<file path="src/hw/rtl/cmx_pkg.sv">
// package for the 3x3 covariance block: widths, payload types, lane and pair tables
// no dependencies; every other file of the block depends on it
`default_nettype none

package cmx_pkg;

	localparam int SMP_W     = 16;
	localparam int CSUM_W    = 21;
	localparam int PSUM_W    = 37;
	localparam int PROD_W    = 42;
	localparam int COV_W     = 40;
	localparam int FRAC_W    = 8;
	localparam int CNT_W     = 4;
	localparam int IDX_W     = 2;
	localparam int SLOT_W    = 3;
	localparam int NUM_LANES = 6;
	localparam int NUM_COMP  = 3;

	typedef logic signed [SMP_W-1:0]  smp_t;
	typedef logic signed [CSUM_W-1:0] csum_t;
	typedef logic signed [PSUM_W-1:0] psum_t;
	typedef logic signed [PROD_W-1:0] prod_t;
	typedef logic signed [COV_W-1:0]  cov_t;
	typedef logic [IDX_W-1:0]         idx_t;
	typedef logic [SLOT_W-1:0]        slot_t;

	localparam idx_t COMP_X = 2'd0;
	localparam idx_t COMP_Y = 2'd1;
	localparam idx_t COMP_Z = 2'd2;

	localparam slot_t SLOT_XX = 3'd0;
	localparam slot_t SLOT_XY = 3'd1;
	localparam slot_t SLOT_XZ = 3'd2;
	localparam slot_t SLOT_YY = 3'd3;
	localparam slot_t SLOT_YZ = 3'd4;
	localparam slot_t SLOT_ZZ = 3'd5;

	// operand components of each product lane, in slot order
	localparam idx_t LANE_A [NUM_LANES] = '{COMP_X, COMP_X, COMP_X, COMP_Y, COMP_Y, COMP_Z};
	localparam idx_t LANE_B [NUM_LANES] = '{COMP_X, COMP_Y, COMP_Z, COMP_Y, COMP_Z, COMP_Z};

	typedef struct packed {
		logic  vld;
		prod_t num;
	} num_t;

	typedef struct packed {
		logic             done;
		logic             neg;
		logic [COV_W-1:0] quot;
	} div_stat_t;

	function automatic slot_t pair_slot(input idx_t r, input idx_t c);
		slot_t s;
		unique case ({r, c}) inside
			{COMP_X, COMP_X}:                   s = SLOT_XX;
			{COMP_X, COMP_Y}, {COMP_Y, COMP_X}: s = SLOT_XY;
			{COMP_X, COMP_Z}, {COMP_Z, COMP_X}: s = SLOT_XZ;
			{COMP_Y, COMP_Y}:                   s = SLOT_YY;
			{COMP_Y, COMP_Z}, {COMP_Z, COMP_Y}: s = SLOT_YZ;
			{COMP_Z, COMP_Z}:                   s = SLOT_ZZ;
			default:                            s = SLOT_XX;
		endcase
		return s;
	endfunction

endpackage

`default_nettype wire

</file>
<file path="src/hw/rtl/cmx_lane.sv">
// one product lane: registered 16x16 multiply feeding a 37-bit running sum
// depends on cmx_pkg
`default_nettype none

module cmx_lane (
	input  logic          clk,
	input  logic          arst_n,
	input  logic          vld,
	input  cmx_pkg::smp_t op_a,
	input  cmx_pkg::smp_t op_b,
	input  logic          clr,
	output cmx_pkg::psum_t sum
);
	import cmx_pkg::*;

	logic signed [2*SMP_W-1:0] prod_s1;
	logic                      vld_s1;
	psum_t                     acc_q;

	always_ff @(posedge clk or negedge arst_n) begin
		if (!arst_n) begin
			prod_s1 <= '0;
			vld_s1  <= 1'b0;
			acc_q   <= '0;
		end else begin
			prod_s1 <= op_a * op_b;
			vld_s1  <= vld;
			if (clr) begin
				acc_q <= '0;
			end else if (vld_s1) begin
				acc_q <= acc_q + PSUM_W'(prod_s1);
			end
		end
	end

	assign sum = acc_q;

endmodule

`default_nettype wire

</file>
<file path="config.mk">
export PLATFORM = sky130hd
export DESIGN_NAME = cmx_lane
export DESIGN_NICKNAME = d
export VERILOG_FILES = /design/src/hw/rtl/cmx_pkg.sv /design/src/hw/rtl/cmx_lane.sv
export SDC_FILE = /design/constraint.sdc
export NUM_CORES = 1
export LEC_CHECK = 0
export BUFFER_PORTS_ARGS = -buffer_cell sky130_fd_sc_hd__buf_4
export CAP_MARGIN = 15
export CORE_ASPECT_RATIO = 1.2
export CORE_MARGIN = 1
export CORE_UTILIZATION = 35
export CTS_CLUSTER_DIAMETER = 200
export DETAILED_ROUTE_END_ITERATION = 16
export SLEW_MARGIN = 20
export SYNTH_ARGS = -nofsm -noshare
export SYNTH_HDL_FRONTEND = slang
export SYNTH_SLANG_ARGS = --single-unit
</file>
<file path="constraint.sdc">
create_clock -name clk -period 7.97 [get_ports clk]
set_input_delay 0.3985 -clock clk [delete_from_list [all_inputs] [get_ports clk]]
set_output_delay 0.3985 -clock clk [all_outputs]
set_load 0.01 [all_outputs]
</file>
# Word-level counts from Yosys, hierarchy flattened
# Index checks and enable logic that the tools add are counted.
# word_totals
ff_bits	70
latch_bits	0
ram_bits	0
mem_bits_ro	0
input_bits	36
out_inout_bits	37
elab_cells	8
mem_count	0
# op_classes
n_addsub	1
n_mul	1
n_div	0
n_lt_le_gt_ge	0
n_eq_ne	0
n_shift	0
muxes	2
bitwise_logic	0
n_reduce_logical	1
# op_table
op	n
2-to-1 mux 37 bit	2
adder 37 x 32 -> 37 bit	1
multiplier 16 x 16 -> 32 bit	1
nonzero test 2 bit	1

# Longest topological paths before layout
# depth
word_depth	3
mapped_depth	23
mapped_depth_nobuf	22

# Worst setup path before layout
# OpenSTA, ideal clock, no wires.
# synth_timing
path_type	input-to-reg
start	input port op_a[15]
end	register prod_s1[31]
setup_ps	138
arrival_time_ps	5849
required_ps	7832
slack_ps	1983
stages	20
path_buffers	1
path_cell_list	clkbuf_1 > nand2_1 > inv_1 > fa_1 > fa_1 > fa_1 > fa_1 > fa_1 > inv_1 > fa_1 > inv_1 > ha_1 > inv_1 > o22ai_1 > o21a_1 > a311o_1 > o21ai_1 > a21oi_1 > o31ai_1 > o211ai_1
# synth_between
elab_chain_cells	1
# synth_rtl
item	line	source
from (decl)	cmx_lane.sv:9	input cmx_pkg::smp_t op_a,
multiplier 16 x 16 -> 32 bit	cmx_lane.sv:26	prod_s1 <= op_a * op_b;
to (signal assigned)	cmx_lane.sv:26	
to (decl)	cmx_lane.sv:16	logic signed [2*SMP_W-1:0] prod_s1;
# No other way between the ends.
# A chain may end at the register's enable or synchronous reset.

# Worst setup path after layout
# layout_timing
start	input port op_a[15]
end	register prod_s1[29]
# Same word-level chain as after synthesis.

==> flow_summary.json <==
{
  "place_congestion": 0.867,
  "ys_top_cells_by_area": "fa_1 38%, dfrtp_1 13%, ha_1 11%, inv_1 8.0%, and2_1 5.6%",
  "slowest_delay_ns": 0.86,
  "cts-root-buf": "clkbuf_16",
  "synth_seq_cells": 70,
  "first_pass_iters": 4,
  "synth_flop_cell": "dfrtp_1",
  "cts_made_buffers": 9,
  "finalCritPeriodShare": 0.764,
  "grt_pass1_wl_um": 53300,
  "synth_compound_area_frac": 0.0908,
  "start_kind": "input port",
  "holdPathStages": 1,
  "die_w_um": 184,
  "final_max_slew_viol_count": 0,
  "cts_sinks": 70,
  "hold-path-endpoint": "vld_s1",
  "cts_resized": 0,
  "finalSetupViolCount": 0,
  "path_delay_family": "adder cells",
  "core_sq_mm": 0.0388,
  "timing.max_cap.violations": 0,
  "status": "finished clean",
  "cts_setup_buffers": 0,
  "fmax_mhz": 164,
  "n_antenna_cell": 0,
  "fin_skew_ns": 0.00692,
  "die_y_um": 220,
  "num_rows": 79,
  "fin_crit_ns": 6.09,
  "cp_num_buf_inv": 5,
  "yosysWarningCount": 0,
  "portBuffers": 72,
  "num_io_pins": 73,
  "synth.avg_cell_area_sq_um": 9.40,
  "overflow": 0,
  "cts_tree": "yes",
  "tns_ns": 0,
  "worst_path_most_repeated_cell": "fa_1",
  "slew_headroom": 0.402,
  "drt-initial-drc-count": 383,
  "synth_mux_area_frac": 0.0197,
  "clock_path_buffers": 2,
  "crit_chain": "buf_4, nand2_1, inv_1, fa_1, fa_1, fa_1, fa_1, fa_1, inv_1, fa_1, inv_1, ha_1, inv_1, o22ai_1, o21a_1, a311o_1, o21ai_1, a21oi_1, o31ai_1, a21boi_1",
  "synth_simple_gate_area_share": 0.150,
  "synth_cell_types": 70,
  "rr_startpoint": "sum[0]",
  "clk_pin_slew_worst_paths_ns": 0.06,
  "wl_um": 31600,
  "htree_num_levels": 3,
  "track_usage": 0.167,
  "synth_seq_area_share": 0.127,
  "reg2reg_depth": 11,
  "syn-num-nets": 1890,
  "drcViolationCount": 0,
  "fin_nets": 1930,
  "hp-class": "input port to flop",
  "die_area_sq_mm": 0.0404,
  "worstPathArrival_ns": 6.34,
  "initial_utilization": 0.356,
  "synth-edff-count": 0,
  "grt_max_degree": 71,
  "antenna_left": 0,
  "required_ns": 8.22,
  "antenna_found_initial": 1,
  "reg2reg_to": "sum[36]",
  "synth_top_family_by_area": "adder cells",
  "hpwl_um": 26300,
  "async_flop_share": 1.00,
  "cp_max_fo": 16,
  "synth_top_area_cell": "fa_1",
  "ctsHoldBuffers": 0,
  "viasPerCell": 4.93,
  "syn_area_sq_mm": 0.0138,
  "crit_type": "input port to flop",
  "r2r_slack_ns": 4.71,
  "tightest_slew_ns": 0.897,
  "worstSkewPairLatency_ns": 0.33,
  "synthCells": 1473,
  "vias": 10100,
  "post_drt_wl_per_cell_um": 15.4,
  "hold_violations": 0,
  "rsz0062_at_grt": "no",
  "cp_slowest_cell": "fa_1",
  "crit_path_end_kind": "flop",
  "drive_gt1_frac": 0.0665,
  "synth_xor_area_frac": 0.0348,
  "grt_pass1_vias": 11000,
  "yosysTopAreaCellShare": 0.380,
  "areaGrowthSynthToFinish_pct": 9.85,
  "worstHoldStart": "vld",
  "synthAdderAreaFrac": 0.487
}
## layer usage
metal  vias to the layer above  track usage  wire length (um)
li1                       4668            -                 -
met1                      5198        0.188             12200
met2                       163        0.321             17500
met3                        56       0.0142               722
met4                         0       0.0658              1180
met5                         -            0                 0
## layout make-up
cell class	count	area [sq um]
Multi-Input combinational cell	1065	10800
Timing Repair Buffer	73	548
Sequential cell	70	1750
Inverter	294	1100
Clock inverter	6	95.1
Clock buffer	10	229
Fill cell	3924	23600
Tap cell	526	658
## how the worst max path moves through the flow
| stage | from | endpoint | slack [ns] | depth (start not counted) |
|---|---|---|---|---|
| 2_1_floorplan | op_a[15] | prod_s1[31] | 1.98 | 20 |
| 3_3_place_gp | op_b[1] | prod_s1[31] | 1.73 | 21 |
| 3_5_place_dp | op_b[1] | prod_s1[31] | 1.55 | 21 |
| 4_1_cts | op_b[1] | prod_s1[31] | 1.89 | 21 |
| 5_1_grt | op_b[1] | prod_s1[31] | 1.45 | 18 |
| 6_report | op_a[15] | prod_s1[29] | 1.88 | 20 |
## state kept, by name, indices dropped and copies added (netlist names)
signal   flops
prod_s1     32
sum         37
vld_s1       1
## metrics by stage
step / instance area, sq um / hold WS, ns / utilization / std cells / setup WS [ns]
6_report: 15200 / 0.173 / 0.392 / 2044 / 1.88
5_1_grt: 15200 / 0.164 / 0.392 / 2044 / 1.45
4_1_cts: 15200 / 0.160 / 0.392 / 2044 / 1.89
3_5_place_dp: 14900 / 0.512 / 0.383 / 2028 / 1.55
3_3_place_gp: 14900 / 0.510 / 0.383 / 2028 / 1.73
2_1_floorplan: 13800 / 0.103 / - / 1473 / 1.98
## cell usage in the layout (no fill, tap or decap), types with 6 or more instances in the layout
cell type / netlist / final
o21a_1: 8 / 8
o211ai_1: 9 / 9
xor2_1: 18 / 18
a211oi_1: 8 / 8
dfrtp_1: 70 / 69
inv_1: 294 / 294
nand2b_1: 13 / 13
a21oi_1: 50 / 50
and2_1: 125 / 125
a31oi_1: 10 / 10
nand2_1: 148 / 148
clkbuf_16: 0 / 9
and3_1: 7 / 7
ha_1: 118 / 118
mux2i_1: 25 / 25
a21o_1: 24 / 24
buf_4: 0 / 73
o21ai_0: 18 / 18
o21bai_1: 6 / 6
xnor2_1: 37 / 37
o21ai_1: 6 / 6
nor3_1: 8 / 8
nor2_1: 77 / 77
fa_1: 263 / 263
nand3_1: 14 / 14
## kinds of logic (layout without fill, tap and decap cells)
| kind of cell | Yosys count | after routing |
|---|---|---|
| xor gates and xnor gates | 55 | 55 |
| muxes | 27 | 27 |
| AOI/OAI and AO/OA | 182 | 182 |
| buffers and inverters | 338 | 383 |
| adders and majority gates | 381 | 381 |
| DFF | 70 | 70 |
| and+or+nand+nor | 420 | 420 |
## cell usage after synthesis, types with 4 or more instances
cell	count
nor2b_1	5
nand2_1	148
nand4_1	4
a21o_1	24
a211oi_1	8
dfrtp_1	70
nor2_1	77
o21ai_0	18
fa_1	263
o21ai_1	6
and3_1	7
a31oi_1	10
nand3_1	14
inv_1	294
xnor2_1	37
mux2i_1	25
xor2_1	18
nor3_1	8
and2_1	125
a21oi_1	50
nand2b_1	13
clkbuf_1	40
o31ai_1	4
o21a_1	8
ha_1	118
o211ai_1	9
o21bai_1	6
Power is left out: the tool's default activity adds up to more than one toggle a clock period on the data nets, which glitch-free logic cannot reach.
