--- config.mk ---
export PLATFORM = sky130hd
export DESIGN_NAME = cmx_merge
export DESIGN_NICKNAME = d
export VERILOG_FILES = /design/src/hw/rtl/cmx_pkg.sv /design/src/hw/rtl/cmx_merge.sv
export SDC_FILE = /design/constraint.sdc
export NUM_CORES = 2
export LEC_CHECK = 0
export ABC_AREA = 1
export BUFFER_PORTS_ARGS = -buffer_cell sky130_fd_sc_hd__buf_2
export CAP_MARGIN = 20
export CORE_MARGIN = 10
export CORE_UTILIZATION = 35
export DETAILED_ROUTE_END_ITERATION = 10
export GPL_TIMING_DRIVEN = 0
export PLACE_DENSITY_LB_ADDON = 0.15
export RECOVER_POWER = 100
export SLEW_MARGIN = 25
export SYNTH_ARGS = -nofsm -noshare
export SYNTH_HDL_FRONTEND = slang
export SYNTH_SLANG_ARGS = --single-unit
export TNS_END_PERCENT = 100
--- constraint.sdc ---
create_clock -name clk -period 1.9 [get_ports clk]
set_clock_uncertainty 0.05 [all_clocks]
set_input_delay 0.095 -clock clk [delete_from_list [all_inputs] [get_ports clk]]
set_output_delay 0.095 -clock clk [all_outputs]
set_load 0.005 [all_outputs]
--- src/hw/rtl/cmx_pkg.sv ---
// package for the 3x3 covariance block: widths, payload types, lane and pair tables
// no dependencies; every other file of the block depends on it
`default_nettype none

package cmx_pkg;

	localparam int SMP_W     = 16;
	localparam int CSUM_W    = 21;
	localparam int PSUM_W    = 37;
	localparam int PROD_W    = 42;
	localparam int COV_W     = 40;
	localparam int FRAC_W    = 8;
	localparam int CNT_W     = 4;
	localparam int IDX_W     = 2;
	localparam int SLOT_W    = 3;
	localparam int NUM_LANES = 6;
	localparam int NUM_COMP  = 3;

	typedef logic signed [SMP_W-1:0]  smp_t;
	typedef logic signed [CSUM_W-1:0] csum_t;
	typedef logic signed [PSUM_W-1:0] psum_t;
	typedef logic signed [PROD_W-1:0] prod_t;
	typedef logic signed [COV_W-1:0]  cov_t;
	typedef logic [IDX_W-1:0]         idx_t;
	typedef logic [SLOT_W-1:0]        slot_t;

	localparam idx_t COMP_X = 2'd0;
	localparam idx_t COMP_Y = 2'd1;
	localparam idx_t COMP_Z = 2'd2;

	localparam slot_t SLOT_XX = 3'd0;
	localparam slot_t SLOT_XY = 3'd1;
	localparam slot_t SLOT_XZ = 3'd2;
	localparam slot_t SLOT_YY = 3'd3;
	localparam slot_t SLOT_YZ = 3'd4;
	localparam slot_t SLOT_ZZ = 3'd5;

	// operand components of each product lane, in slot order
	localparam idx_t LANE_A [NUM_LANES] = '{COMP_X, COMP_X, COMP_X, COMP_Y, COMP_Y, COMP_Z};
	localparam idx_t LANE_B [NUM_LANES] = '{COMP_X, COMP_Y, COMP_Z, COMP_Y, COMP_Z, COMP_Z};

	typedef struct packed {
		logic  vld;
		prod_t num;
	} num_t;

	typedef struct packed {
		logic             done;
		logic             neg;
		logic [COV_W-1:0] quot;
	} div_stat_t;

	function automatic slot_t pair_slot(input idx_t r, input idx_t c);
		slot_t s;
		unique case ({r, c}) inside
			{COMP_X, COMP_X}:                   s = SLOT_XX;
			{COMP_X, COMP_Y}, {COMP_Y, COMP_X}: s = SLOT_XY;
			{COMP_X, COMP_Z}, {COMP_Z, COMP_X}: s = SLOT_XZ;
			{COMP_Y, COMP_Y}:                   s = SLOT_YY;
			{COMP_Y, COMP_Z}, {COMP_Z, COMP_Y}: s = SLOT_YZ;
			{COMP_Z, COMP_Z}:                   s = SLOT_ZZ;
			default:                            s = SLOT_XX;
		endcase
		return s;
	endfunction

endpackage

`default_nettype wire

--- src/hw/rtl/cmx_merge.sv ---
// merging stage: picks the sums of one matrix entry and forms N*Sab - Sa*Sb
// two registered stages; depends on cmx_pkg
`default_nettype none

module cmx_merge #(
	parameter int NUM_POINTS = 10
) (
	input  logic           clk,
	input  logic           arst_n,
	input  logic           start,
	input  cmx_pkg::idx_t  row,
	input  cmx_pkg::idx_t  col,
	input  cmx_pkg::psum_t psum [cmx_pkg::NUM_LANES],
	input  cmx_pkg::csum_t csum [cmx_pkg::NUM_COMP],
	output cmx_pkg::num_t  num
);
	import cmx_pkg::*;

	localparam logic signed [CNT_W:0] N_S = (CNT_W+1)'(NUM_POINTS);

	psum_t psum_sel;
	prod_t nprod_s1;
	prod_t cprod_s1;
	logic  vld_s1;
	prod_t num_s2;
	logic  vld_s2;

	assign psum_sel = psum[pair_slot(row, col)];

	always_ff @(posedge clk or negedge arst_n) begin
		if (!arst_n) begin
			nprod_s1 <= '0;
			cprod_s1 <= '0;
			vld_s1   <= 1'b0;
			num_s2   <= '0;
			vld_s2   <= 1'b0;
		end else begin
			nprod_s1 <= psum_sel * N_S;
			cprod_s1 <= csum[row] * csum[col];
			vld_s1   <= start;
			num_s2   <= nprod_s1 - cprod_s1;
			vld_s2   <= vld_s1;
		end
	end

	assign num.vld = vld_s2;
	assign num.num = num_s2;

endmodule

`default_nettype wire

# Word level (Yosys, flattened, before mapping)

Cells that the tools add are included.

Output and inout port bits: 43
Bits in registers: 127
Logic and storage cells: 35
Input bits: 292

Multiply operators: 2
Bitwise operators: 3
Mux-type cells: 10
Eq/ne operators: 8
Reductions and logical operators: 3
Magnitude comparators: 3
$add $sub $neg: 1

Operators by type and width:

| operator                                                              | count |
|---|---|
| 37-bit binary-select mux with 3-bit select                            | 1 |
| 21-bit binary-select mux with 2-bit select                            | 2 |
| 21-bit two-way mux                                                    | 4 |
| 37-bit two-way mux                                                    | 2 |
| 21-bit by 21-bit multiplier with 42-bit output                        | 1 |
| 42-bit subtractor                                                     | 1 |
| 37-bit by 4-bit multiplier with 41-bit output (second input constant) | 1 |
| 3-bit case mux with 5 select lines                                    | 1 |
| 4-bit by 3-bit == test with 1-bit output (second input constant)      | 3 |
| 4-bit == test (second input constant)                                 | 3 |
| 3-bit >= comparator (second input constant)                           | 2 |
| 2-bit inverter with 3-bit output                                      | 2 |
| 2-bit OR reduction                                                    | 3 |
| 4-bit by 1-bit == test with 1-bit output (second input constant)      | 1 |
| 4-bit by 2-bit == test with 1-bit output (second input constant)      | 1 |
| 4-bit >= comparator (second input constant)                           | 1 |
| 3-bit inverter with 4-bit output                                      | 1 |

# Logic depth before layout (Yosys ltp)

Depth in word-level cells: 8
Gate-level depth with buffers: 35
Gate-level depth less buffers: 33

# Least setup slack after synthesis

OpenSTA, ideal clock, no wires.

Path kind: input port to flip-flop
Start: input row[1]
End: register cprod_s1[41]
Path buffers: 2
Setup slack: -4527 ps
Cell stages on the path: 30
Library setup time: 117 ps
Required time: 1733 ps
Arrival: 6259 ps
Cells stage by stage: inv_2 -> nor2_2 -> inv_2 -> clkbuf_1 -> o211ai_2 -> buf_2 -> nand2_1 -> fa_1 -> inv_1 -> fa_1 -> inv_1 -> fa_1 -> inv_1 -> fa_1 -> inv_1 -> fa_1 -> inv_1 -> fa_1 -> inv_1 -> fa_1 -> inv_1 -> ha_1 -> inv_1 -> o21bai_1 -> a21oi_1 -> nand2_1 -> a21oi_1 -> nand3_1 -> nand2_1 -> nand2_1

Cells in the longest elaborated chain, start to end: 5

RTL lines:

| what                                                   | RTL line        | source |
|---|---|---|
| start, declared                                        | cmx_merge.sv:11 | `input cmx_pkg::idx_t row,` |
| 2-bit inverter with 3-bit output (not written as such) | cmx_merge.sv:39 | `cprod_s1 <= csum[row] * csum[col];` |
| 21-bit binary-select mux with 2-bit select             | cmx_merge.sv:39 |  |
| 21-bit two-way mux (not written as such) (2 in a row)  | cmx_merge.sv:39 |  |
| 21-bit by 21-bit multiplier with 42-bit output         | cmx_merge.sv:39 |  |
| end signal, assigned                                   | cmx_merge.sv:39 |  |
| end, declared                                          | cmx_merge.sv:23 | `prod_t cprod_s1;` |

No other way between the ends. The select of a mux whose other input is x is not followed.

# Worst setup path in the final report

Start: input row[0]
End: register cprod_s1[36]

Same word-level chain as after synthesis.

==> impl_results.md <==
- Required @ worst endpoint: 2150 ps
- CTS tree: yes
- Peak Freq: 162.5 MHz
- Worst path max stage delay: 570 ps
- Clock buffer count from CTS: 17
- Most common library cells after synthesis: nand2_1, inv_1, fa_1
- Critical path arrival: 6400 ps
- DP Wirelength: 101800 um
- EDFF count, synth: 0
- Fin area: 41230 um2
- # IOs: 335
- Initial antenna violation count: 13
- Clk sink count: 127
- Slew margin rel.: 0.3126
- CP max FO: 5
- Main combinational cell family by area after synthesis: adder cells
- Slew of the pin with the lowest slew margin: 1031 ps
- CP top delay family: adder cells
- Simple-Gate Fraction of Synth Area: 0.2569
- Sequential area share after synthesis: 0.1050
- Post-Route Setup TNS: -194870 ps
- Hold Startpoint: psum[39]
- Post-Synth XOR/XNOR Area: 0.02141
- Share of layout cells above drive strength 1: 0.2863
- H-tree depth: 4
- Via Count: 29.92k
- Pins Over Slew Limit: 0
- Number of global-route vias before repair: 30.88k
- Reg clk slew, reported paths: 60 ps
- Worst R2R Start: cprod_s1[0]
- Setup ws final: -4253 ps
- Main flop type after synthesis: dfrtp_1
- Initial DRT Pass Iterations: 6
- Adder-cell share of the synthesized area: 0.3966
- Top cell type by total area after synthesis: fa_1
- Grt total ovfl: 0
- First-pass GRT wire length: 183300 um
- Total Wirelength: 121900 um
- Crit Path Category: in -> reg
- Post-synthesis mux area share: 0
- Final Cycle Share: 3.238
- Post-Syn Area per Cell: 6.866 um2
- Placed Area: 35190 um2
- Die width: 314.1 um
- Hold WC Path Type: in -> reg
- Die footprint: 98650 um2
- Largest net degree at the start of global routing: 87
- Vias/cell: 4.857
- Top cell type's share of synthesized area: 0.3049
- Routed len/inst: 19.79 um
- Post-synthesis sequential element count: 127
- Final ANT Viol Nets: 0
- Final hold vios: 0
- Failing checks: setup timing
- Clk_lat worst skew: 430 ps
- Clk root buf: clkbuf_16
- Nets@finish: 5961
- Slowest-stage cell, CP: fa_1
- Routability congestion estimate: 0.9499
- Syn_nets: 5384
- Post-synth ARST share: 1.000
- Fill cells: 8523
- DIE HEIGHT: 314.1 um
- Worst Setup SP: row[0]
- Multi-input gate area: 26380 um2
- Critical path launch point type: primary input
- Fin crit period: 6153 ps
- Outcome: finished, violations left
- Setup violations, final: 108
- Top cells by area, synth: fa_1, nand2_1, inv_1
- Starting Density: 0.3539
- Core box area: 85550 um2
- CTS max path bufs: 2
- Tot GR Track Use: 0.2407
- Top-count cell post-synth: nand2_1
- Drt drc: 0
- RSZ-0062 raised after global routing: yes
- Netlist cell types: 34
- Compound-cell area share of the yosys netlist: 0.05948
- Maxcap violations: 0
- Cell count after synthesis: 4409
- IO Port Bufs: 334
- DR iter-0 viols: 2066
- Synthesized area: 30270 um2
- P&R area growth vs syn: 36.19%
- FF+latch area: 3178 um2
- Warnings, synthesis: 0
- Site Rows: 107
- Buf/Inv on CP: 12
- CP Capture Type: flop
- CP dominant cell by count: fa_1
-- cell families after synthesis --
family / count (synthesis)
AOI/OAI and AO/OA: 317
xor gates and xnor gates: 74
adders and majority gates: 683
buffers and inverters: 1251
DFF: 127
and+or+nand+nor: 1957
-- layout make-up --
| class | instances | area share |
|---|---|---|
| well taps | 1144 | 0.03472 |
| multi-input cells | 3031 | 0.6399 |
| inverters | 1117 | 0.1038 |
| flip-flops and latches | 127 | 0.07709 |
| clock inverters | 14 | 0.004158 |
| plain buffers | 130 | 0.03660 |
| diodes | 16 | 0.0009712 |
| clock buffers | 18 | 0.01041 |
| repair buffers | 562 | 0.09239 |
-- tightest hold or removal path: stages --
cell     delay [ps]
buf_2            80
nor2_1           40
o21ai_2         280
ha_1            150
-- sequential cells by signal, summed over array words and instances, names as in the netlist --
| signal | count |
|---|---|
| num_s2 | 42 |
| vld_s2 | 1 |
| nprod_s1 | 41 |
| vld_s1 | 1 |
| cprod_s1 | 42 |
-- what timing repair did --
action,4_1_cts,5_1_grt
hold endpoints to repair,128,0
setup buffers,151,63
gates cloned,9,2
resized for setup,611,322
endpoints found under the setup margin,111,113
hold buffers,2,0
pin swaps,205,178
-- path summary, 6_finish.rpt --
check | endpoint | slack [ps] | cells after the start
worst min-delay path | nprod_s1[3] | 200 | 4
worst max register to register | num_s2[24] | -400 | 11
max in group asynchronous | cprod_s1[34] | 310 | 3
worst min register to register | vld_s2 | 310 | 0
worst max-delay path | cprod_s1[36] | -4250 | 31
min in group asynchronous | num_s2[0] | 340 | 2
-- cell usage in the layout (no fill, tap or decap), types with 38 or more instances in the layout --
cell type and count:
buf_6 81, a21oi_2 41, buf_4 193, fa_2 39
a21oi_1 49, nand3_1 192, inv_1 1004, dfrtp_1 127
buf_2 292, nand2_2 111, nand2_1 1201, clkbuf_1 45
ha_4 101, nor2_1 192, inv_2 92, o21ai_0 56
nor2_4 48, ha_1 104, xor2_1 38, fa_1 422
nor2_2 44, nand2_4 53
-- per-layer routing --
metal,up-vias,part of all wire,global-route usage
met5,-,0,0
met4,0,0.035,0.06658
met2,939,0.49,0.4289
met3,196,0.050,0.02467
met1,14620,0.42,0.3052
li1,14160,-,-
-- metrics by stage --
| stage | hold WS [ps] | setup slack (ps) | cells | utilization |
|---|---|---|---|---|
| finish | 203.4 | -4253 | 6159 | 0.4819 |
| global route | 212.2 | -4402 | 6156 | 0.4818 |
| CTS | 30.10 | -4151 | 6082 | 0.4621 |
| detailed placement | -48.08 | -5776 | 5888 | 0.4114 |
| global placement | 153.8 | -5757 | 5887 | 0.4110 |
| floorplan | -250.6 | -4179 | 4409 | - |
Power is not shown: default switching activity piles up to over one toggle a cycle in this logic, so the estimate is an artifact.
