==> src/hw/rtl/cmx_pkg.sv <==
// package for the 3x3 covariance block: widths, payload types, lane and pair tables
// no dependencies; every other file of the block depends on it
`default_nettype none

package cmx_pkg;

	localparam int SMP_W     = 16;
	localparam int CSUM_W    = 21;
	localparam int PSUM_W    = 37;
	localparam int PROD_W    = 42;
	localparam int COV_W     = 40;
	localparam int FRAC_W    = 8;
	localparam int CNT_W     = 4;
	localparam int IDX_W     = 2;
	localparam int SLOT_W    = 3;
	localparam int NUM_LANES = 6;
	localparam int NUM_COMP  = 3;

	typedef logic signed [SMP_W-1:0]  smp_t;
	typedef logic signed [CSUM_W-1:0] csum_t;
	typedef logic signed [PSUM_W-1:0] psum_t;
	typedef logic signed [PROD_W-1:0] prod_t;
	typedef logic signed [COV_W-1:0]  cov_t;
	typedef logic [IDX_W-1:0]         idx_t;
	typedef logic [SLOT_W-1:0]        slot_t;

	localparam idx_t COMP_X = 2'd0;
	localparam idx_t COMP_Y = 2'd1;
	localparam idx_t COMP_Z = 2'd2;

	localparam slot_t SLOT_XX = 3'd0;
	localparam slot_t SLOT_XY = 3'd1;
	localparam slot_t SLOT_XZ = 3'd2;
	localparam slot_t SLOT_YY = 3'd3;
	localparam slot_t SLOT_YZ = 3'd4;
	localparam slot_t SLOT_ZZ = 3'd5;

	// operand components of each product lane, in slot order
	localparam idx_t LANE_A [NUM_LANES] = '{COMP_X, COMP_X, COMP_X, COMP_Y, COMP_Y, COMP_Z};
	localparam idx_t LANE_B [NUM_LANES] = '{COMP_X, COMP_Y, COMP_Z, COMP_Y, COMP_Z, COMP_Z};

	typedef struct packed {
		logic  vld;
		prod_t num;
	} num_t;

	typedef struct packed {
		logic             done;
		logic             neg;
		logic [COV_W-1:0] quot;
	} div_stat_t;

	function automatic slot_t pair_slot(input idx_t r, input idx_t c);
		slot_t s;
		unique case ({r, c}) inside
			{COMP_X, COMP_X}:                   s = SLOT_XX;
			{COMP_X, COMP_Y}, {COMP_Y, COMP_X}: s = SLOT_XY;
			{COMP_X, COMP_Z}, {COMP_Z, COMP_X}: s = SLOT_XZ;
			{COMP_Y, COMP_Y}:                   s = SLOT_YY;
			{COMP_Y, COMP_Z}, {COMP_Z, COMP_Y}: s = SLOT_YZ;
			{COMP_Z, COMP_Z}:                   s = SLOT_ZZ;
			default:                            s = SLOT_XX;
		endcase
		return s;
	endfunction

endpackage

`default_nettype wire

==> src/hw/rtl/cmx_div.sv <==
// |num| * 2^8 / N^2 as a multiply by a constant reciprocal, three registered stages
// depends on cmx_pkg
`default_nettype none

module cmx_div #(
	parameter int DIVISOR = 100
) (
	input  logic               clk,
	input  logic               arst_n,
	input  cmx_pkg::num_t      num,
	output cmx_pkg::div_stat_t stat
);
	import cmx_pkg::*;

	localparam int MAG_W = PROD_W;
	localparam int LO_W  = 26;
	localparam int HI_W  = MAG_W - LO_W;
	localparam int REC_W = 2 * LO_W;
	localparam int DIV_L = $clog2(DIVISOR);
	localparam int SHIFT = MAG_W + FRAC_W + DIV_L;
	localparam int RSH   = MAG_W + DIV_L - LO_W;
	localparam int PHI_W = HI_W + LO_W;
	localparam int PLO_W = 2 * LO_W;
	localparam int MID_W = PLO_W + 1;
	localparam int TOT_W = PHI_W + LO_W + 1;
	localparam logic [63:0] REC_64 =
		((64'd1 << SHIFT) + 64'(DIVISOR) - 64'd1) / 64'(DIVISOR);
	localparam logic [LO_W-1:0] REC_LO = REC_64[LO_W-1:0];
	localparam logic [LO_W-1:0] REC_HI = REC_64[REC_W-1:LO_W];

	logic [MAG_W-1:0] mag;
	logic [HI_W-1:0]  a_hi;
	logic [LO_W-1:0]  a_lo;
	logic [PHI_W-1:0] p_hh_s1;
	logic [PHI_W-1:0] p_hl_s1;
	logic [PLO_W-1:0] p_lh_s1;
	logic [PLO_W-1:0] p_ll_s1;
	logic             vld_s1;
	logic             neg_s1;
	logic [PHI_W-1:0] p_hh_s2;
	logic [MID_W-1:0] mid_s2;
	logic             vld_s2;
	logic             neg_s2;
	logic [MID_W-1:0] mid_sum;
	logic [TOT_W-1:0] tot_sum;
	logic [COV_W-1:0] quot_q;
	logic             neg_q;
	logic             done_q;

	assign mag  = num.num[PROD_W-1] ? -num.num : num.num;
	assign a_hi = mag[MAG_W-1:LO_W];
	assign a_lo = mag[LO_W-1:0];

	// middle partial products plus the upper half of the lowest one
	assign mid_sum = MID_W'(p_lh_s1) + MID_W'(p_hl_s1) + MID_W'(p_ll_s1[PLO_W-1:LO_W]);
	assign tot_sum = TOT_W'({p_hh_s2, {LO_W{1'b0}}}) + TOT_W'(mid_s2);

	always_ff @(posedge clk or negedge arst_n) begin
		if (!arst_n) begin
			p_hh_s1 <= '0;
			p_hl_s1 <= '0;
			p_lh_s1 <= '0;
			p_ll_s1 <= '0;
			vld_s1  <= 1'b0;
			neg_s1  <= 1'b0;
			p_hh_s2 <= '0;
			mid_s2  <= '0;
			vld_s2  <= 1'b0;
			neg_s2  <= 1'b0;
			quot_q  <= '0;
			neg_q   <= 1'b0;
			done_q  <= 1'b0;
		end else begin
			vld_s1 <= num.vld;
			if (num.vld) begin
				p_hh_s1 <= a_hi * REC_HI;
				p_hl_s1 <= a_hi * REC_LO;
				p_lh_s1 <= a_lo * REC_HI;
				p_ll_s1 <= a_lo * REC_LO;
				neg_s1  <= num.num[PROD_W-1];
			end
			vld_s2 <= vld_s1;
			if (vld_s1) begin
				p_hh_s2 <= p_hh_s1;
				mid_s2  <= mid_sum;
				neg_s2  <= neg_s1;
			end
			done_q <= vld_s2;
			if (vld_s2) begin
				quot_q <= tot_sum[RSH +: COV_W];
				neg_q  <= neg_s2;
			end
		end
	end

	assign stat.done = done_q;
	assign stat.neg  = neg_q;
	assign stat.quot = quot_q;

endmodule

`default_nettype wire

==> config.mk <==
export PLATFORM = sky130hd
export DESIGN_NAME = cmx_div
export DESIGN_NICKNAME = d
export VERILOG_FILES = /design/src/hw/rtl/cmx_pkg.sv /design/src/hw/rtl/cmx_div.sv
export SDC_FILE = /design/constraint.sdc
export NUM_CORES = 2
export LEC_CHECK = 0
export BUFFER_PORTS_ARGS = -buffer_cell sky130_fd_sc_hd__buf_2
export CAP_MARGIN = 20
export CORE_MARGIN = 2
export CORE_UTILIZATION = 60
export CTS_CLUSTER_SIZE = 20
export DETAILED_ROUTE_END_ITERATION = 10
export PLACE_DENSITY = 0.9
export SYNTH_ARGS = -nofsm -noshare
export SYNTH_HDL_FRONTEND = slang
export SYNTH_SLANG_ARGS = --single-unit
==> constraint.sdc <==
create_clock -name clk -period 3.37 [get_ports clk]
set_input_delay 1.011 -clock clk [delete_from_list [all_inputs] [get_ports clk]]
set_output_delay 1.011 -clock clk [all_outputs]
set_load 0.02 [all_outputs]
==> run_results.csv, run 1 <==
group,metric,value,unit
global_route,grt_overflow,1505,
clock_network,clkSinkCount,259,
floorplanning,io_pins,87,
synthesis,async_flop_share,100,%
synthesis,synth_fp_nets,5873,
floorplanning,placementRows,99,
synthesis,ys_types,72,
clock_network,htree_levels,1,
placed_design,dp_cells,6225,
global_route,grt_pass1_vias,63100,
synthesis,postSynthAreaPerCell,10.3,um^2
floorplanning,start_util,60.8,%
synthesis,synth_edf_count,0,
synthesis,synthSimpleGateAreaFrac,5.64,%
clock_network,cts_root_buf,"clkbuf_16",
placed_design,dp_hpwl,148,mm
placed_design,place.gp.congestion,1.13,
synthesis,synthAdderAreaFrac,52.8,%
run_status,haltStage,"global routing",
clock_network,clk_path_buf_depth,3,
floorplanning,die_w,277,um
global_route,grt_pass1_wl,492,mm
run_status,toolErrorMsg,"[ERROR GRT-0116] Global routing finished with congestion. Check the congestion regions in the DRC Viewer.",
floorplanning,die_h,277,um
run_status,outcome,"stopped before the end",
synthesis,synth_compound_area_share,10.1,%
synthesis,syn-instance-count,4344,
synthesis,yosysSeqAreaShare,14.5,%
synthesis,yosys.area_share.xor_xnor,3.98,%
synthesis,synth_top_family_by_area,"adder cells",
synthesis,synth_seq_cells,259,
global_route,track_usage,88.5,%
synthesis,ys_warn_count,0,
clock_network,cts-hold-fix-buffers,0,
synthesis,synthFlopType,"dfrtp_1",
synthesis,synth.area.mux_share,4.36,%
placed_design,numPortBuffers,86,
synthesis,synth_area,44600,um^2
clock_network,cts_buffers,28,
global_route,grt_max_degree,130,
## timing repair
item,CTS
resized for setup,561
setup buffers,111
setup endpoints to repair,177
cloned,0
pin swaps,267
## metrics by stage
step / instance area (um^2) / setup slack, ns
after CTS: 58000 / -5.63
after global placement: 53500 / -5.63
after detailed placement: 53500 / -6.43
after floorplan: 45200 / -5.47
## synthesized netlist by cell type (5+ instances only)
master / number / area, um^2
dfrtp_1: 259 / 6480
a21oi_1: 204 / 1020
xnor2_1: 144 / 1260
or3_1: 18 / 113
a21boi_0: 10 / 75.1
and2_1: 11 / 68.8
a211oi_1: 21 / 158
and4_1: 5 / 43.8
clkbuf_1: 66 / 248
nor2_1: 141 / 529
ha_1: 817 / 10200
o31ai_1: 26 / 195
o2111ai_1: 7 / 61.3
buf_1: 7 / 26.3
a221oi_1: 5 / 43.8
o21a_1: 26 / 195
nor4_1: 7 / 43.8
o221ai_1: 5 / 43.8
nand2_1: 144 / 541
xor2_1: 59 / 517
o311ai_0: 8 / 70.1
nor2b_1: 13 / 81.3
nand3_1: 39 / 195
or2_2: 9 / 56.3
o41ai_1: 7 / 61.3
o21ai_0: 117 / 586
nand2b_1: 15 / 93.8
nand4_1: 39 / 244
nor3_1: 29 / 145
o31a_1: 6 / 52.6
o211ai_1: 14 / 105
fa_1: 667 / 13400
and3_1: 20 / 125
mux2_2: 169 / 1900
or4_1: 5 / 37.5
a311oi_1: 9 / 78.8
a21o_1: 121 / 908
inv_1: 937 / 3520
a31oi_1: 28 / 175
o21bai_1: 27 / 203
a31o_2: 12 / 105
nand3b_1: 7 / 52.6
a211o_1: 6 / 52.6
## metal layers
layer / GRT usage [%] / GRT overflow
met5: 79.3 / 26
met4: 88.3 / 406
met3: 84.8 / 154
met2: 98.1 / 763
met1: 83.6 / 156
## logic make-up after synthesis
group	after synthesis
flops	259
fa+ha+maj	1484
compound gates	693
simple gates	517
xor+xnor	203
buf+inv	1015
mux	173
==> inputs of run 2 (changes only) <==
CORE_UTILIZATION = 40   (was 60)
CTS_CLUSTER_SIZE = not set   (was 20)
PLACE_DENSITY = not set   (was 0.9)
PLACE_DENSITY_LB_ADDON = 0.15   (was not set)
clock period = 4.38 ns   (was 3.37 ns; I/O delays follow)
==> run_results.csv, run 2 <==
group,metric,value,unit
layout,top_register,"p_lh_s1",
synthesis,synthTopCellsByCount,"inv_1 (937), ha_1 (817), fa_1 (667), dfrtp_1 (259), a21oi_1 (204)",
global_route,grt_max_degree,155,
clock_network,clock_latency,0.59,ns
floorplanning,start_util,40.3,%
critical_path,crit_path_max_fanout,6,
run_status,violations,"setup timing",
synthesis,yosysSeqAreaShare,14.5,%
synthesis,ys_warn_count,0,
critical_path,crit_arrival,9.37,ns
floorplanning,core_area,111000,um^2
synthesis,async_flop_share,100,%
global_route,gr-usage-met3,4.44,%
synthesis,synth_top_cell_by_area,"fa_1",
timing,fin_ws,-4.53,ns
synthesis,synthFlopType,"dfrtp_1",
timing,rsz0062_at_grt,"yes",
global_route,grt-busiest-layer,"met1",
critical_path,rr_endpoint,"mid_s2[39]",
routing,post_drt_wl_per_cell,21.1,um
critical_path,cp_top_family,"adder cells",
global_route,grt_pass1_vias,35600,
clock_network,clk_pin_slew,0.06,ns
critical_path,crit_path_max_incr_delay,0.54,ns
global_route,use_met1,40.9,%
routing,antenna_left,0,
layout,nNetsFinal,6965,
timing,final-hold-violation-count,0,
timing,fin_skew,0.0227,ns
critical_path,cp.depth,32,
routing,wirelength,147,mm
global_route,grt_pass1_wl,219,mm
critical_path,startpoint,"num[4]",
clock_network,clk_path_buf_depth,3,
clock_network,htree_levels,1,
critical_path,path_class,"primary input to register",
layout,area_delta_synth_final,34.9,%
floorplanning,die_h,338,um
placed_design,place.gp.congestion,0.971,
run_status,outcome,"finished with violations",
flow_run,max_cap_viol_count,0,
floorplanning,placementRows,122,
synthesis,ys_types,72,
critical_path,end_kind,"register",
routing,firstDrtPassIters,6,
synthesis,synth_area_leaders,"fa_1 (30%), ha_1 (23%), dfrtp_1 (15%), inv_1 (7.9%), mux2_2 (4.3%)",
routing,drtIter0Drc,2286,
synthesis,syn-instance-count,4344,
global_route,gr-usage-met2,37.1,%
floorplanning,die_area,114000,um^2
global_route,track_usage,25.7,%
timing,final-setup-viol-count,141,
critical_path,rrSetupSlack,0.37,ns
floorplanning,io_pins,87,
critical_path,r2r_cells,13,
routing,via_count,34900,
clock_network,cts_root_buf,"clkbuf_16",
timing,fmax,112,MHz
layout,mostFrequentLayoutCells,"buf_4 (947), inv_1 (881), ha_1 (687)",
layout,largest_reg_flops,48,
critical_path,cpMaxStageDelayCell,"or4_4",
timing,min_period,8.91,ns
synthesis,synth_edf_count,0,
timing,worst_pin_slew,1.02,ns
timing,slew_headroom,32.1,%
synthesis,synth_fp_nets,5873,
placed_design,numPortBuffers,86,
layout,final_common_cell,"buf_4",
critical_path,path_buf_inv,8,
clock_network,cts-hold-fix-buffers,0,
synthesis,yosysMostFrequentCell,"inv_1",
critical_path,worstSetupStartpointType,"primary input",
layout,top_regs,"p_lh_s1 (48), p_hl_s1 (41), quot_q (40)",
clock_network,cts_buffers,28,
synthesis,synth_seq_cells,259,
layout,drive_gt1_share,35.6,%
routing,via_per_inst,5.03,
critical_path,required,4.84,ns
global_route,grt_overflow,0,
clock_network,clkSinkCount,259,
floorplanning,die_w,338,um
placed_design,dp_hpwl,126,mm
global_route,antenna_found_initial,2,
timing,final_max_slew_viol_count,0,
routing,drcViolationCount,0,
timing,period_share,203,%
clock_network,tritoncts,"built",
critical_path,setup.worst_path.end,"p_ll_s1[44]",
synthesis,postSynthAreaPerCell,10.3,um^2
critical_path,rr_startpoint,"p_hl_s1[2]",
critical_path,cp_common_cell,"fa_1",
layout,n_fill_cell,9782,
layout,fin_util,54.4,%
synthesis,synth_area,44600,um^2
synthesis,synth_top_area_share,29.9,%
worst_hold_path,hp-class,"register to register",
[run 2: cell counts after synthesis]
No cell type changed its count.
[run 2: timing repair]
| item | in CTS | in global routing |
|---|---|---|
| endpoints found under the setup margin | 141 | 142 |
| gates cloned | 0 | 0 |
| setup buffers | 66 | 78 |
| pin swaps | 201 | 314 |
| gates resized for setup | 356 | 439 |
[run 2: worst min path at each step]
| stage | start | depth (start not counted) | endpoint |
|---|---|---|---|
| after floorplan | vld_s2 | 0 | done_q |
| after global placement | quot_q[6] | 2 | quot_q[6] |
| after detailed placement | quot_q[28] | 1 | quot_q[28] |
| after CTS | quot_q[6] | 2 | quot_q[6] |
| after global routing | mid_s2[27] | 1 | quot_q[4] |
| final | quot_q[6] | 2 | quot_q[6] |
[run 2: tightest hold or removal path: stages, from the launching register on]
cell and delay (ns):
dfrtp_1 0.34, nand2_1 0.05, o21ai_0 0.06
[run 2: cell type report]
type	instances	area, um^2	area share (%)
inverters	939	3530	5.86
clock inverters	11	120	0.200
flip-flops and latches	259	6480	10.8
clock buffers	41	820	1.36
repair buffers	1138	8880	14.8
multi-input cells	3070	38500	64.0
well taps	1488	1860	3.09
diodes	1	2.50	0.00416
[run 2: metrics by stage]
stage               TNS, ns  cells  instance area [um^2]  hold slack (ns)  worst slack, ns
floorplan           -492.93   4344                 45200            0.352            -4.77
global placement    -583.02   6777                 54400            0.467            -5.05
detailed placement  -587.71   6777                 54400            0.472            -5.12
CTS                 -492.09   6884                 57400            0.490            -4.46
global route        -518.62   6946                 60200            0.524            -4.72
finish              -495.93   6947                 60200            0.487            -4.53
[run 2: logic make-up after synthesis]
logic type	count (synthesis)	share of synthesized area (%)
simple gates	517	5.64
flops	259	14.5
buf+inv	1015	8.56
fa+ha+maj	1484	52.8
compound gates	693	10.1
mux	173	4.36
xor+xnor	203	3.98
[run 2: metal layers]
metal	wire length, um	part of all wire (%)
met5	13	0.0089
met4	1910	1.3
met3	9120	6.2
met2	61700	42
met1	73900	50
Power of run 2 is left out: the tool's default activity adds up to more than one toggle a clock period on the data nets, which glitch-free logic cannot reach.
